==> config.mk <==
export PLATFORM = sky130hd
export DESIGN_NAME = hpt_skid
export DESIGN_NICKNAME = d
export VERILOG_FILES = /design/src/hw/rtl/hpt_pkg.sv /design/src/hw/rtl/hpt_skid.sv
export SDC_FILE = /design/constraint.sdc
export NUM_CORES = 1
export LEC_CHECK = 0
export CAP_MARGIN = 25
export CORE_UTILIZATION = 52
export DETAILED_ROUTE_END_ITERATION = 16
export DONT_BUFFER_PORTS = 1
export HOLD_SLACK_MARGIN = 0.12
export PLACE_DENSITY = 0.76
export SLEW_MARGIN = 0
export SYNTH_ARGS = -nofsm -noshare
export SYNTH_HDL_FRONTEND = slang
export SYNTH_SLANG_ARGS = --single-unit
==> constraint.sdc <==
create_clock -name clk -period 5.05 [get_ports clk]
set_clock_uncertainty 0.1 [all_clocks]
set_input_delay 0.505 -clock clk [delete_from_list [all_inputs] [get_ports clk]]
set_output_delay 0.505 -clock clk [all_outputs]
set_load 0.01 [all_outputs]
==> src/hw/rtl/hpt_pkg.sv <==
// Shared constants, payload types and register codes of the homography point transform.
// No dependencies; every other file of the block takes its names from here.

package hpt_pkg;

    // Field formats
    localparam int COORD_WIDTH    = 20;
    localparam int COORD_FRAC     = 4;
    localparam int COEF_WIDTH     = 32;
    localparam int COEF_FRAC_BITS = 24;
    localparam int OUT_WIDTH      = 24;
    localparam int OUT_FRAC       = 16;

    // Datapath widths: product, exact affine sum and its magnitude
    localparam int PROD_WIDTH = COORD_WIDTH + COEF_WIDTH;
    localparam int SUM_WIDTH  = PROD_WIDTH + 1;
    localparam int MAG_WIDTH  = SUM_WIDTH - 1;

    // Divider: quotient bits produced, one per step, and rounded quotient width
    localparam int QUO_BITS  = OUT_WIDTH;
    localparam int PRE_SHIFT = QUO_BITS - OUT_FRAC;
    localparam int QR_WIDTH  = QUO_BITS + 1;

    // Pipeline depth: two affine stages, then abs, range check, steps, round, clip
    localparam int AFFINE_STAGES = 2;
    localparam int DIV_STAGES    = QUO_BITS + 4;
    localparam int PIPE_DEPTH    = AFFINE_STAGES + DIV_STAGES;

    // Output clip bounds
    localparam logic [QR_WIDTH-1:0] POS_LIMIT = QR_WIDTH'((1 << (OUT_WIDTH - 1)) - 1);
    localparam logic [QR_WIDTH-1:0] NEG_LIMIT = QR_WIDTH'(1 << (OUT_WIDTH - 1));
    localparam logic signed [OUT_WIDTH-1:0] OUT_MAX = OUT_WIDTH'((1 << (OUT_WIDTH - 1)) - 1);
    localparam logic signed [OUT_WIDTH-1:0] OUT_MIN = OUT_WIDTH'(1 << (OUT_WIDTH - 1));

    // Configuration port
    localparam int CFG_IDX_WIDTH  = 3;
    localparam int CFG_DATA_WIDTH = 2 * COEF_WIDTH;

    typedef enum logic [CFG_IDX_WIDTH-1:0] {
        CFG_ROW0_AB      = 3'd0,
        CFG_ROW0C_ROW1A  = 3'd1,
        CFG_ROW1_BC      = 3'd2,
        CFG_ROW2_AB      = 3'd3,
        CFG_ROW2_C       = 3'd4
    } cfg_reg_t;

    // Reset matrix values
    localparam logic [COEF_WIDTH-1:0] COEF_ONE = COEF_WIDTH'(1) << COEF_FRAC_BITS;
    localparam logic [CFG_DATA_WIDTH-1:0] ROW0_AB_RESET     = {COEF_ONE, {COEF_WIDTH{1'b0}}};
    localparam logic [CFG_DATA_WIDTH-1:0] ROW0C_ROW1A_RESET = '0;
    localparam logic [CFG_DATA_WIDTH-1:0] ROW1_BC_RESET     = {{COEF_WIDTH{1'b0}}, COEF_ONE};
    localparam logic [CFG_DATA_WIDTH-1:0] ROW2_AB_RESET     = '0;
    localparam logic [COEF_WIDTH-1:0]     ROW2_C_RESET      = COEF_ONE;

    // Input word
    typedef struct packed {
        logic signed [COORD_WIDTH-1:0] pos_x;
        logic signed [COORD_WIDTH-1:0] pos_y;
    } point_t;

    // Output word
    typedef struct packed {
        logic signed [OUT_WIDTH-1:0] mapped_x;
        logic signed [OUT_WIDTH-1:0] mapped_y;
        logic                        degenerate;
        logic                        saturated;
    } result_t;

    // State handed from one divider step to the next
    typedef struct packed {
        logic [MAG_WIDTH-1:0] rem;
        logic [MAG_WIDTH-1:0] dvs;
        logic [QUO_BITS-1:0]  quo;
        logic [QUO_BITS-1:0]  nbits;
        logic                 neg;
        logic                 ovf;
    } div_state_t;

    // Clipped quotient and its status
    typedef struct packed {
        logic signed [OUT_WIDTH-1:0] value;
        logic                        sat;
    } quo_res_t;

endpackage

==> src/hw/rtl/hpt_skid.sv <==
// Output register plus one skid word; parts the pipeline enable from the receiver's ready.
// Depends on hpt_pkg for result_t.

module hpt_skid (
    input  logic             clk,
    input  logic             rst_n,
    input  logic             up_valid,
    output logic             up_ready,
    input  hpt_pkg::result_t up_word,
    output logic             dn_valid,
    input  logic             dn_ready,
    output hpt_pkg::result_t dn_word
);

    logic             out_valid_reg, out_valid_next;
    logic             skid_valid_reg, skid_valid_next;
    hpt_pkg::result_t out_word_reg, out_word_next;
    hpt_pkg::result_t skid_word_reg, skid_word_next;
    logic             take;

    assign up_ready = !skid_valid_reg;
    assign take     = up_valid && !skid_valid_reg;

    // Drain the skid word first, else pass the new word, else park it
    always_comb
    begin
        out_valid_next  = out_valid_reg;
        out_word_next   = out_word_reg;
        skid_valid_next = skid_valid_reg;
        skid_word_next  = skid_word_reg;
        if (!out_valid_reg || dn_ready)
        begin
            if (skid_valid_reg)
            begin
                out_valid_next  = 1'b1;
                out_word_next   = skid_word_reg;
                skid_valid_next = 1'b0;
            end
            else
            begin
                out_valid_next = take;
                if (take)
                begin
                    out_word_next = up_word;
                end
            end
        end
        else if (take)
        begin
            skid_valid_next = 1'b1;
            skid_word_next  = up_word;
        end
    end

    always_ff @(posedge clk or negedge rst_n)
    begin
        if (!rst_n)
        begin
            out_valid_reg  <= 1'b0;
            skid_valid_reg <= 1'b0;
        end
        else
        begin
            out_valid_reg  <= out_valid_next;
            skid_valid_reg <= skid_valid_next;
        end
    end

    always_ff @(posedge clk)
    begin
        out_word_reg  <= out_word_next;
        skid_word_reg <= skid_word_next;
    end

    assign dn_valid = out_valid_reg;
    assign dn_word  = out_word_reg;

    // A parked word always sits behind a presented one
    a_skid_behind_out: assert property (@(posedge clk) disable iff (!rst_n)
        skid_valid_reg |-> out_valid_reg)
        else $error("skid word held with empty output register");

    // Park only when the presented word was stalled
    a_skid_fill_on_stall: assert property (@(posedge clk) disable iff (!rst_n)
        $rose(skid_valid_reg) |-> $past(out_valid_reg && !dn_ready))
        else $error("skid word filled without a downstream stall");

endmodule

==> flow_metrics.env <==
export IMPL_worst_slew_pin_slew_ns=0.953
export IMPL_layout_worst_path_cycle_share=0.555
export IMPL_initial_core_util=0.541
export IMPL_clk_pin_slew_worst_paths_ns=0.09
export IMPL_worstPathRequired_ns=4.97
export IMPL_min_period_ns=2.80
export IMPL_numPortBuffers=0
export IMPL_die_area_mm2=0.00793
export IMPL_drt_iter0_drc=105
export IMPL_vdd_ir_drop_worst_mv=0.215
export IMPL_num_io_pins=106
export IMPL_cts_buffers=9
export IMPL_slew_violations=0
export IMPL_coreArea_mm2=0.00729
export IMPL_core_rowCount=31
export IMPL_grt_pass1_vias=1607
export IMPL_grt_usage=0.161
export IMPL_fmax_mhz=357
export IMPL_cts_tree="done"
export IMPL_antenna_found_initial=0
export IMPL_cts_root_buf="clkbuf_8"
export IMPL_yosysSeqAreaShare=0.774
export IMPL_vias_per_cell=5.24
export IMPL_die_x_um=89.1
export IMPL_critPathArrivalTime_ns=2.72
export IMPL_grt_pass1_wl_um=8830
export IMPL_cts_max_level=3
export IMPL_dp_hpwl_um=3900
export IMPL_hold_viol_final=0
export IMPL_relSlewSlack=0.365
export IMPL_setup_viol=0
export IMPL_worst_setup_path_end_kind="flip-flop"
export IMPL_leakagePower_uw=0.00167
export IMPL_syn_area_mm2=0.00394
export IMPL_drc=0
export IMPL_hold_depth=2
export IMPL_cts_resized=0
export IMPL_fin_total_pwr_uw=1730
export IMPL_worst_setup_path_start_kind="flip-flop"
export IMPL_dr_pass1_iters=5
export IMPL_gp_congestion=0.689
export IMPL_drt_antenna_violating_nets=0
export IMPL_area_growth_pct=19.5
export IMPL_die_y_um=89.1
export IMPL_synth_cells=165
export IMPL_vias=1714
export IMPL_clockBufferDepth=2
export IMPL_synth_fp_nets=219
export IMPL_final_nets=277
export IMPL_worst_setup_path_type="flip-flop to flip-flop"
export IMPL_clk_latency_ns=0.36
export IMPL_yosysWarnings=0
export IMPL_tns_ns=0
export IMPL_rr_worst_depth=3
export IMPL_grt_setup_unrepaired="no"
export IMPL_fillCellCount=531
export IMPL_hp_class="input pin to flip-flop"
export IMPL_wire_per_inst_um=20.4
export IMPL_syn_area_per_cell_um2=23.9
export IMPL_grt_max_degree=54
export IMPL_maxCapViolCount=0
export IMPL_yosysUniqueCellTypes=12
export IMPL_power_density_mw_per_mm2=367
export IMPL_routed_wl_um=6680
export IMPL_worstPathMaxFanout=53
export IMPL_diodes=0
export IMPL_status="completed"
export IMPL_layout_drive_gt1_share=0.303
export IMPL_grt_overflow_total=0
export IMPL_ys_ff_latch=102
export IMPL_cts_sinks=102
## metrics by stage
stage	std cells	setup slack [ns]	cell area, µm²	hold slack [ns]	util
final	327	2.25	4710	0.217	0.646
after global placement	260	2.40	3990	0.109	0.547
after global routing	327	2.04	4710	0.205	0.646
after floorplan	165	0.0416	3940	0.109	-
after CTS	277	2.20	4210	0.121	0.578
after detailed placement	260	2.22	3990	0.109	0.547
## where the power goes
part | switching [µW] | internal, µW | total, µW
clock network | 266 | 280 | 547
registers | 54.6 | 1000 | 1050
logic | 42.4 | 85.9 | 128
## layout by cell type (no fill, tap or decap), drive strengths merged
master       count
clkinv           1
nand2b           1
mux2            50
buf              2
nor3b            1
inv              1
dlygate4sd3     51
nor2b            1
clkinvlp         2
dfrtp            2
edfxtp         100
bufinv           2
nand2            1
nor2             2
clkbuf          11
## metal layers
metal,part of all wire,vias to the layer above,GRT usage
met1,0.39,849,0.172
met3,0.098,9,0.0970
li1,-,758,-
met4,0.015,0,0.0635
met2,0.50,98,0.262
met5,0,-,0
## repair_timing
item / 4_1_cts / 5_1_grt
hold buffers: 1 / 50
buffers inserted: 0 / 0
endpoints found under the setup margin: 0 / 0
hold endpoints to repair: 2 / 50
## worst max-delay path, cell delays in order, from the launching register on
cell	delay, ns
dfrtp_4	1.06
nor2_1	0.26
nor2b_4	0.56
buf_4	0.47
## synth_stat cells
cell	number	area share
dfrtp_1	2	0.013
buf_12	5	0.025
nor2b_1	1	0.0016
nand2b_1	1	0.0016
nand2_1	1	0.00095
edfxtp_1	100	0.76
nor3b_1	1	0.0019
mux2_2	2	0.0057
nor2_1	2	0.0019
inv_1	1	0.00095
buf_6	1	0.0029
mux2_4	48	0.18
## path summary, 6_finish.rpt
check                                      end  slack [ns]               from
min in group asynchronous       skid_valid_reg        0.27              rst_n
worst min register to register     dn_word[32]        0.45  skid_word_reg[32]
max in group asynchronous       skid_valid_reg        4.43              rst_n
worst max register to register     dn_word[25]        2.25     skid_valid_reg
worst min-delay path                  dn_valid        0.22           up_valid
worst max-delay path               dn_word[25]        2.25     skid_valid_reg
## cells by family (layout without fill, tap and decap cells)
| family | after synthesis | in the layout | synth area share |
|---|---|---|---|
| flops | 102 | 102 | 0.774 |
| mux | 50 | 50 | 0.189 |
| buf+inv | 7 | 70 | 0.0292 |
| simple gates | 6 | 6 | 0.00794 |
## final cells by class
cell class	count	area (µm²)	area share
sequential	102	3060	0.649
clock inverter	5	83.8	0.0178
tap	99	124	0.0263
timing repair buffer	53	526	0.112
multi-input combinational	56	787	0.167
inverter	1	3.75	0.000797
clock buffer	11	131	0.0279
Note: power is estimated with default switching activity, not from simulation.
