## config.mk

```make
export PLATFORM = sky130hd
export DESIGN_NAME = hpt_affine
export DESIGN_NICKNAME = d
export VERILOG_FILES = /design/src/hw/rtl/hpt_pkg.sv /design/src/hw/rtl/hpt_affine.sv
export SDC_FILE = /design/constraint.sdc
export NUM_CORES = 2
export LEC_CHECK = 0
export ABC_CLOCK_PERIOD_IN_PS = 9050
export BUFFER_PORTS_ARGS = -buffer_cell sky130_fd_sc_hd__buf_4
export CORE_MARGIN = 2
export CORE_UTILIZATION = 32
export CTS_BUF_LIST = sky130_fd_sc_hd__clkbuf_2 sky130_fd_sc_hd__clkbuf_4 sky130_fd_sc_hd__clkbuf_8
export DETAILED_ROUTE_END_ITERATION = 10
export PLACE_DENSITY_LB_ADDON = 0.15
export RECOVER_POWER = 100
export REMOVE_ABC_BUFFERS = 1
export SLEW_MARGIN = 20
export SYNTH_ARGS = -nofsm -noshare
export SYNTH_HDL_FRONTEND = slang
export SYNTH_SLANG_ARGS = --single-unit
```

## constraint.sdc

```tcl
create_clock -name clk -period 9.05 [get_ports clk]
set_input_delay 0.905 -clock clk [delete_from_list [all_inputs] [get_ports clk]]
set_output_delay 0.905 -clock clk [all_outputs]
set_load 0.005 [all_outputs]
```

## src/hw/rtl/hpt_pkg.sv

```systemverilog
// Shared constants, payload types and register codes of the homography point transform.
// No dependencies; every other file of the block takes its names from here.

package hpt_pkg;

    // Field formats
    localparam int COORD_WIDTH    = 20;
    localparam int COORD_FRAC     = 4;
    localparam int COEF_WIDTH     = 32;
    localparam int COEF_FRAC_BITS = 24;
    localparam int OUT_WIDTH      = 24;
    localparam int OUT_FRAC       = 16;

    // Datapath widths: product, exact affine sum and its magnitude
    localparam int PROD_WIDTH = COORD_WIDTH + COEF_WIDTH;
    localparam int SUM_WIDTH  = PROD_WIDTH + 1;
    localparam int MAG_WIDTH  = SUM_WIDTH - 1;

    // Divider: quotient bits produced, one per step, and rounded quotient width
    localparam int QUO_BITS  = OUT_WIDTH;
    localparam int PRE_SHIFT = QUO_BITS - OUT_FRAC;
    localparam int QR_WIDTH  = QUO_BITS + 1;

    // Pipeline depth: two affine stages, then abs, range check, steps, round, clip
    localparam int AFFINE_STAGES = 2;
    localparam int DIV_STAGES    = QUO_BITS + 4;
    localparam int PIPE_DEPTH    = AFFINE_STAGES + DIV_STAGES;

    // Output clip bounds
    localparam logic [QR_WIDTH-1:0] POS_LIMIT = QR_WIDTH'((1 << (OUT_WIDTH - 1)) - 1);
    localparam logic [QR_WIDTH-1:0] NEG_LIMIT = QR_WIDTH'(1 << (OUT_WIDTH - 1));
    localparam logic signed [OUT_WIDTH-1:0] OUT_MAX = OUT_WIDTH'((1 << (OUT_WIDTH - 1)) - 1);
    localparam logic signed [OUT_WIDTH-1:0] OUT_MIN = OUT_WIDTH'(1 << (OUT_WIDTH - 1));

    // Configuration port
    localparam int CFG_IDX_WIDTH  = 3;
    localparam int CFG_DATA_WIDTH = 2 * COEF_WIDTH;

    typedef enum logic [CFG_IDX_WIDTH-1:0] {
        CFG_ROW0_AB      = 3'd0,
        CFG_ROW0C_ROW1A  = 3'd1,
        CFG_ROW1_BC      = 3'd2,
        CFG_ROW2_AB      = 3'd3,
        CFG_ROW2_C       = 3'd4
    } cfg_reg_t;

    // Reset matrix values
    localparam logic [COEF_WIDTH-1:0] COEF_ONE = COEF_WIDTH'(1) << COEF_FRAC_BITS;
    localparam logic [CFG_DATA_WIDTH-1:0] ROW0_AB_RESET     = {COEF_ONE, {COEF_WIDTH{1'b0}}};
    localparam logic [CFG_DATA_WIDTH-1:0] ROW0C_ROW1A_RESET = '0;
    localparam logic [CFG_DATA_WIDTH-1:0] ROW1_BC_RESET     = {{COEF_WIDTH{1'b0}}, COEF_ONE};
    localparam logic [CFG_DATA_WIDTH-1:0] ROW2_AB_RESET     = '0;
    localparam logic [COEF_WIDTH-1:0]     ROW2_C_RESET      = COEF_ONE;

    // Input word
    typedef struct packed {
        logic signed [COORD_WIDTH-1:0] pos_x;
        logic signed [COORD_WIDTH-1:0] pos_y;
    } point_t;

    // Output word
    typedef struct packed {
        logic signed [OUT_WIDTH-1:0] mapped_x;
        logic signed [OUT_WIDTH-1:0] mapped_y;
        logic                        degenerate;
        logic                        saturated;
    } result_t;

    // State handed from one divider step to the next
    typedef struct packed {
        logic [MAG_WIDTH-1:0] rem;
        logic [MAG_WIDTH-1:0] dvs;
        logic [QUO_BITS-1:0]  quo;
        logic [QUO_BITS-1:0]  nbits;
        logic                 neg;
        logic                 ovf;
    } div_state_t;

    // Clipped quotient and its status
    typedef struct packed {
        logic signed [OUT_WIDTH-1:0] value;
        logic                        sat;
    } quo_res_t;

endpackage

```

## src/hw/rtl/hpt_affine.sv

```systemverilog
// Two-stage affine form a*x + b*y + (c << 4), formed exactly.
// Depends on hpt_pkg for widths.

module hpt_affine (
    input  logic                                  clk,
    input  logic                                  en,
    input  logic signed [hpt_pkg::COORD_WIDTH-1:0] x,
    input  logic signed [hpt_pkg::COORD_WIDTH-1:0] y,
    input  logic signed [hpt_pkg::COEF_WIDTH-1:0]  coef_a,
    input  logic signed [hpt_pkg::COEF_WIDTH-1:0]  coef_b,
    input  logic signed [hpt_pkg::COEF_WIDTH-1:0]  coef_c,
    output logic signed [hpt_pkg::SUM_WIDTH-1:0]   sum
);

    logic signed [hpt_pkg::PROD_WIDTH-1:0] prod_a_reg, prod_a_next;
    logic signed [hpt_pkg::PROD_WIDTH-1:0] prod_b_reg, prod_b_next;
    logic signed [hpt_pkg::COEF_WIDTH-1:0] offs_reg;
    logic signed [hpt_pkg::SUM_WIDTH-1:0]  sum_reg, sum_next;

    // Stage 1: the two products
    assign prod_a_next = hpt_pkg::PROD_WIDTH'(x) * hpt_pkg::PROD_WIDTH'(coef_a);
    assign prod_b_next = hpt_pkg::PROD_WIDTH'(y) * hpt_pkg::PROD_WIDTH'(coef_b);

    // Stage 2: add products and the aligned constant term
    assign sum_next = hpt_pkg::SUM_WIDTH'(prod_a_reg)
                    + hpt_pkg::SUM_WIDTH'(prod_b_reg)
                    + (hpt_pkg::SUM_WIDTH'(offs_reg) <<< hpt_pkg::COORD_FRAC);

    // Advance both stages together
    always_ff @(posedge clk)
    begin
        if (en)
        begin
            prod_a_reg <= prod_a_next;
            prod_b_reg <= prod_b_next;
            offs_reg   <= coef_c;
            sum_reg    <= sum_next;
        end
    end

    assign sum = sum_reg;

endmodule

```

==> qor_table.md <==
| Metric | Reported |
|---|---|
| Post-CTS Setup Inserts | 0 |
| Maximum clock frequency | 115 MHz |
| Starting DRT DRC Count | 1694 |
| Distinct cells, synth | 70 |
| Post-CTS sizing | 0 |
| Sum of negative setup slack | 0 ps |
| Total global routing overflow | 0 |
| Synthesized area | 55000 sq um |
| HPWL after detailed placement | 124000 microns |
| Worst reg2reg setup slack | 4350 ps |
| Data arrival time of the worst path | 8930 ps |
| Via count of the first global-routing pass | 42600 |
| Sequential cell area fraction in the yosys report | 0.103 |
| Number of buffer and inverter instances along the worst setup path | 4 |
| Total number of vias | 37700 |
| All-layer global routing usage | 0.186 |
| Cell family with the largest share of critical-path delay | adder cells |
| Post-route fraction of the period consumed by the critical path | 0.958 |
| Hold Path Depth | 1 |
| Initial Util | 0.321 |
| CTS H-Tree Depth | 4 |
| Fin crit period | 8670 ps |
| Fraction of synthesis flops using an asynchronous set or reset pin | 0 |
| Capturing point of the worst reg2reg path | sum[49] |
| Pin count of the biggest net entering global routing | 69 |
| Worst Reg2Reg Path Length in Cells | 11 |
| Number of clock sinks | 189 |
| Worst hold endpoint | offs_reg[0] |
| Max Clock Skew | 26.5 ps |
| Instance count of the mapped netlist | 5769 |
| Crit-path slowest cell | sky130_fd_sc_hd__clkbuf_1 |
| Layout overhead on the synthesized area | 6.36% |
| Most common cell type on the critical path | sky130_fd_sc_hd__fa_1 |
| Flip-flop count of the largest register, all copies and words added | 53 |
| Final count of hold timing violations | 0 |
| Hold buffer count at CTS | 0 |
| Total Routed Length | 156000 microns |
| Min-Delay Path Class | primary input to flop |
| Port Buf Inserts | 190 |
| Vias per cell | 4.73 |
| Leading cell types in the layout, fill and taps excluded | sky130_fd_sc_hd__inv_1 (1424), sky130_fd_sc_hd__fa_1 (1321), sky130_fd_sc_hd__and2_1 (647), sky130_fd_sc_hd__nand2_1 (646), sky130_fd_sc_hd__ha_1 (317) |
| Vert. Die Dim | 419 microns |
| Maximum fanout encountered on the critical timing path | 32 |
| Fraction of layout instances using a drive strength above 1 | 0.0358 |
| Drt wl/cell | 19.5 microns |
| Final weighted congestion in routability-driven placement | 0.832 |
| Crit path kind | primary input to flop |
| DR DRC count | 0 |
| Number of antenna violations at the first check in global routing | 4 |
| Full die area | 175000 sq um |
| Width of the die | 419 microns |
| Root buf cell | sky130_fd_sc_hd__clkbuf_8 |
| Max capacitance violation total | 6 |
| Reg-to-reg startpoint | prod_a_reg[4] |
| Worst slew margin relative to its limit | -1.41 |
| Filler cell count in the final layout | 17900 |
| Number of flops mapped to enable cells by yosys | 189 |
| Maximum clock path buffer count | 3 |
| Worst-Margin Slew | 3620 ps |
| Synth Warn # | 0 |
| Most common library cell in the layout ignoring fill and taps | sky130_fd_sc_hd__inv_1 |
| Worst-Skew Late Latency | 530 ps |
| Kind of start point of the critical path | primary input |
| Worst Setup End Kind | flop |
| Count of standard-cell rows | 152 |
| Total I/O pin count | 191 |
| Final setup viols | 0 |
| Final Max Slew Viols | 228 |
| Failing checks | max-capacitance violations, max-slew violations |
| Core area | 171000 sq um |
| Setup repair after global routing missed its margin | no |
| Leading register cell type out of synthesis | sky130_fd_sc_hd__edfxtp_1 |
| Clk slew on worst S/H paths | 110 ps |
| First-pass GRT wire length | 249000 microns |
| Mean post-synth cell area | 9.54 sq um |
| Final net count | 7503 |
| Outcome | complete, but fails checks |
| Critical path required time | 9310 ps |
| TritonCTS clock tree | done |
| Sequence of cells on the critical path | clkbuf_1 -> nand2_1 -> fa_1 -> fa_1 -> inv_1 -> fa_1 -> fa_1 -> fa_1 -> inv_1 -> fa_1 -> inv_1 -> ha_1 -> nand2_1 -> nor4_1 -> o2111ai_1 -> o32ai_1 -> nor2_1 -> o21ai_1 -> a31oi_1 -> o21ai_0 -> xnor2_1 |
| Launch point of the worst hold path | coef_c[0] |
| Maximum cell stage delay along the critical path | 1050 ps |
| Number of nets still failing antenna checks after routing | 0 |
| Count of state elements after synthesis | 189 |
| Drt first pass iters | 5 |
| CTS buffer count | 25 |
[per-stage QoR]
stage               area, sq um  cells  hold WS [ps]  setup slack (ps)   util
CTS                       58700   7965           502               731  0.343
finish                    58500   7972           570               380  0.342
global route              58500   7966           527               115  0.342
global placement          58300   7933           543               277  0.341
detailed placement        58300   7933           550               193  0.341
floorplan                 54000   5502           513              1770      -
[final cells by class]
| cell class | instances | area (sq um) | area share |
|---|---|---|---|
| Timing Repair Buffer | 198 | 1330 | 0.0226 |
| Antenna cell | 7 | 17.5 | 0.000299 |
| Sequential cell | 189 | 5680 | 0.0970 |
| Clock inverter | 6 | 61.3 | 0.00105 |
| Inverter | 1425 | 5350 | 0.0914 |
| Clock buffer | 26 | 352 | 0.00601 |
| Tap cell | 2233 | 2790 | 0.0477 |
| Multi-Input combinational cell | 3888 | 43000 | 0.734 |
[Yosys cell counts, types with 4 or more instances]
cell / instances / area, sq um
sky130_fd_sc_hd__a2111oi_0: 4 / 35.0
sky130_fd_sc_hd__a211o_1: 4 / 35.0
sky130_fd_sc_hd__a211oi_1: 24 / 180
sky130_fd_sc_hd__a21boi_0: 9 / 67.6
sky130_fd_sc_hd__a21o_1: 58 / 435
sky130_fd_sc_hd__a21oi_1: 126 / 631
sky130_fd_sc_hd__a221oi_1: 4 / 35.0
sky130_fd_sc_hd__a22oi_1: 4 / 30.0
sky130_fd_sc_hd__a311oi_1: 4 / 35.0
sky130_fd_sc_hd__a31o_2: 5 / 43.8
sky130_fd_sc_hd__a31oi_1: 16 / 100
sky130_fd_sc_hd__and2_1: 664 / 4150
sky130_fd_sc_hd__and3_1: 22 / 138
sky130_fd_sc_hd__buf_2: 6 / 30.0
sky130_fd_sc_hd__clkbuf_1: 260 / 976
sky130_fd_sc_hd__edfxtp_1: 189 / 5680
sky130_fd_sc_hd__fa_1: 1321 / 26400
sky130_fd_sc_hd__ha_1: 317 / 3970
sky130_fd_sc_hd__inv_1: 1424 / 5350
sky130_fd_sc_hd__nand2_1: 646 / 2420
sky130_fd_sc_hd__nand2b_1: 37 / 231
sky130_fd_sc_hd__nand3_1: 36 / 180
sky130_fd_sc_hd__nand4_1: 24 / 150
sky130_fd_sc_hd__nor2_1: 148 / 556
sky130_fd_sc_hd__nor2b_1: 10 / 62.6
sky130_fd_sc_hd__nor3_1: 38 / 190
sky130_fd_sc_hd__nor4_1: 7 / 43.8
sky130_fd_sc_hd__o2111ai_1: 8 / 70.1
sky130_fd_sc_hd__o211ai_1: 9 / 67.6
sky130_fd_sc_hd__o21a_1: 21 / 158
sky130_fd_sc_hd__o21ai_0: 78 / 390
sky130_fd_sc_hd__o21ai_1: 8 / 40.0
sky130_fd_sc_hd__o21bai_1: 28 / 210
sky130_fd_sc_hd__o311ai_0: 5 / 43.8
sky130_fd_sc_hd__o311ai_1: 5 / 43.8
sky130_fd_sc_hd__o31ai_1: 5 / 37.5
sky130_fd_sc_hd__or2_2: 5 / 31.3
sky130_fd_sc_hd__xnor2_1: 92 / 806
sky130_fd_sc_hd__xor2_1: 49 / 429
[routing by layer]
metal	vias to the layer above	global-route usage	share of wire
met5	-	0	0
met4	0	0.0422	0.028
met3	139	0.0150	0.034
met2	637	0.335	0.52
met1	20000	0.240	0.42
li1	16900	-	-
[how the worst max path moves through the flow]
stage	start	end	slack, ps	cells after the start
after floorplan	y[19]	prod_b_reg[49]	1770	21
after global placement	y[5]	prod_b_reg[46]	280	22
after detailed placement	y[5]	prod_b_reg[46]	190	22
after CTS	y[5]	prod_b_reg[46]	730	22
after global routing	y[0]	prod_b_reg[46]	120	21
final	y[0]	prod_b_reg[46]	380	21
[kinds of logic (layout without fill, tap and decap cells)]
kind of cell	after synthesis	count (layout)	share of synthesized area
simple gates	1651	1651	0.150
buf+inv	1692	1655	0.116
flops	189	189	0.103
fa+ha+maj	1638	1638	0.553
xor+xnor	141	141	0.0224
compound gates	454	454	0.0551
other cells	0	7	0
mux	4	4	0.000750
Power is left out: the tool's default activity adds up to more than one toggle a clock period on the data nets, which glitch-free logic cannot reach.
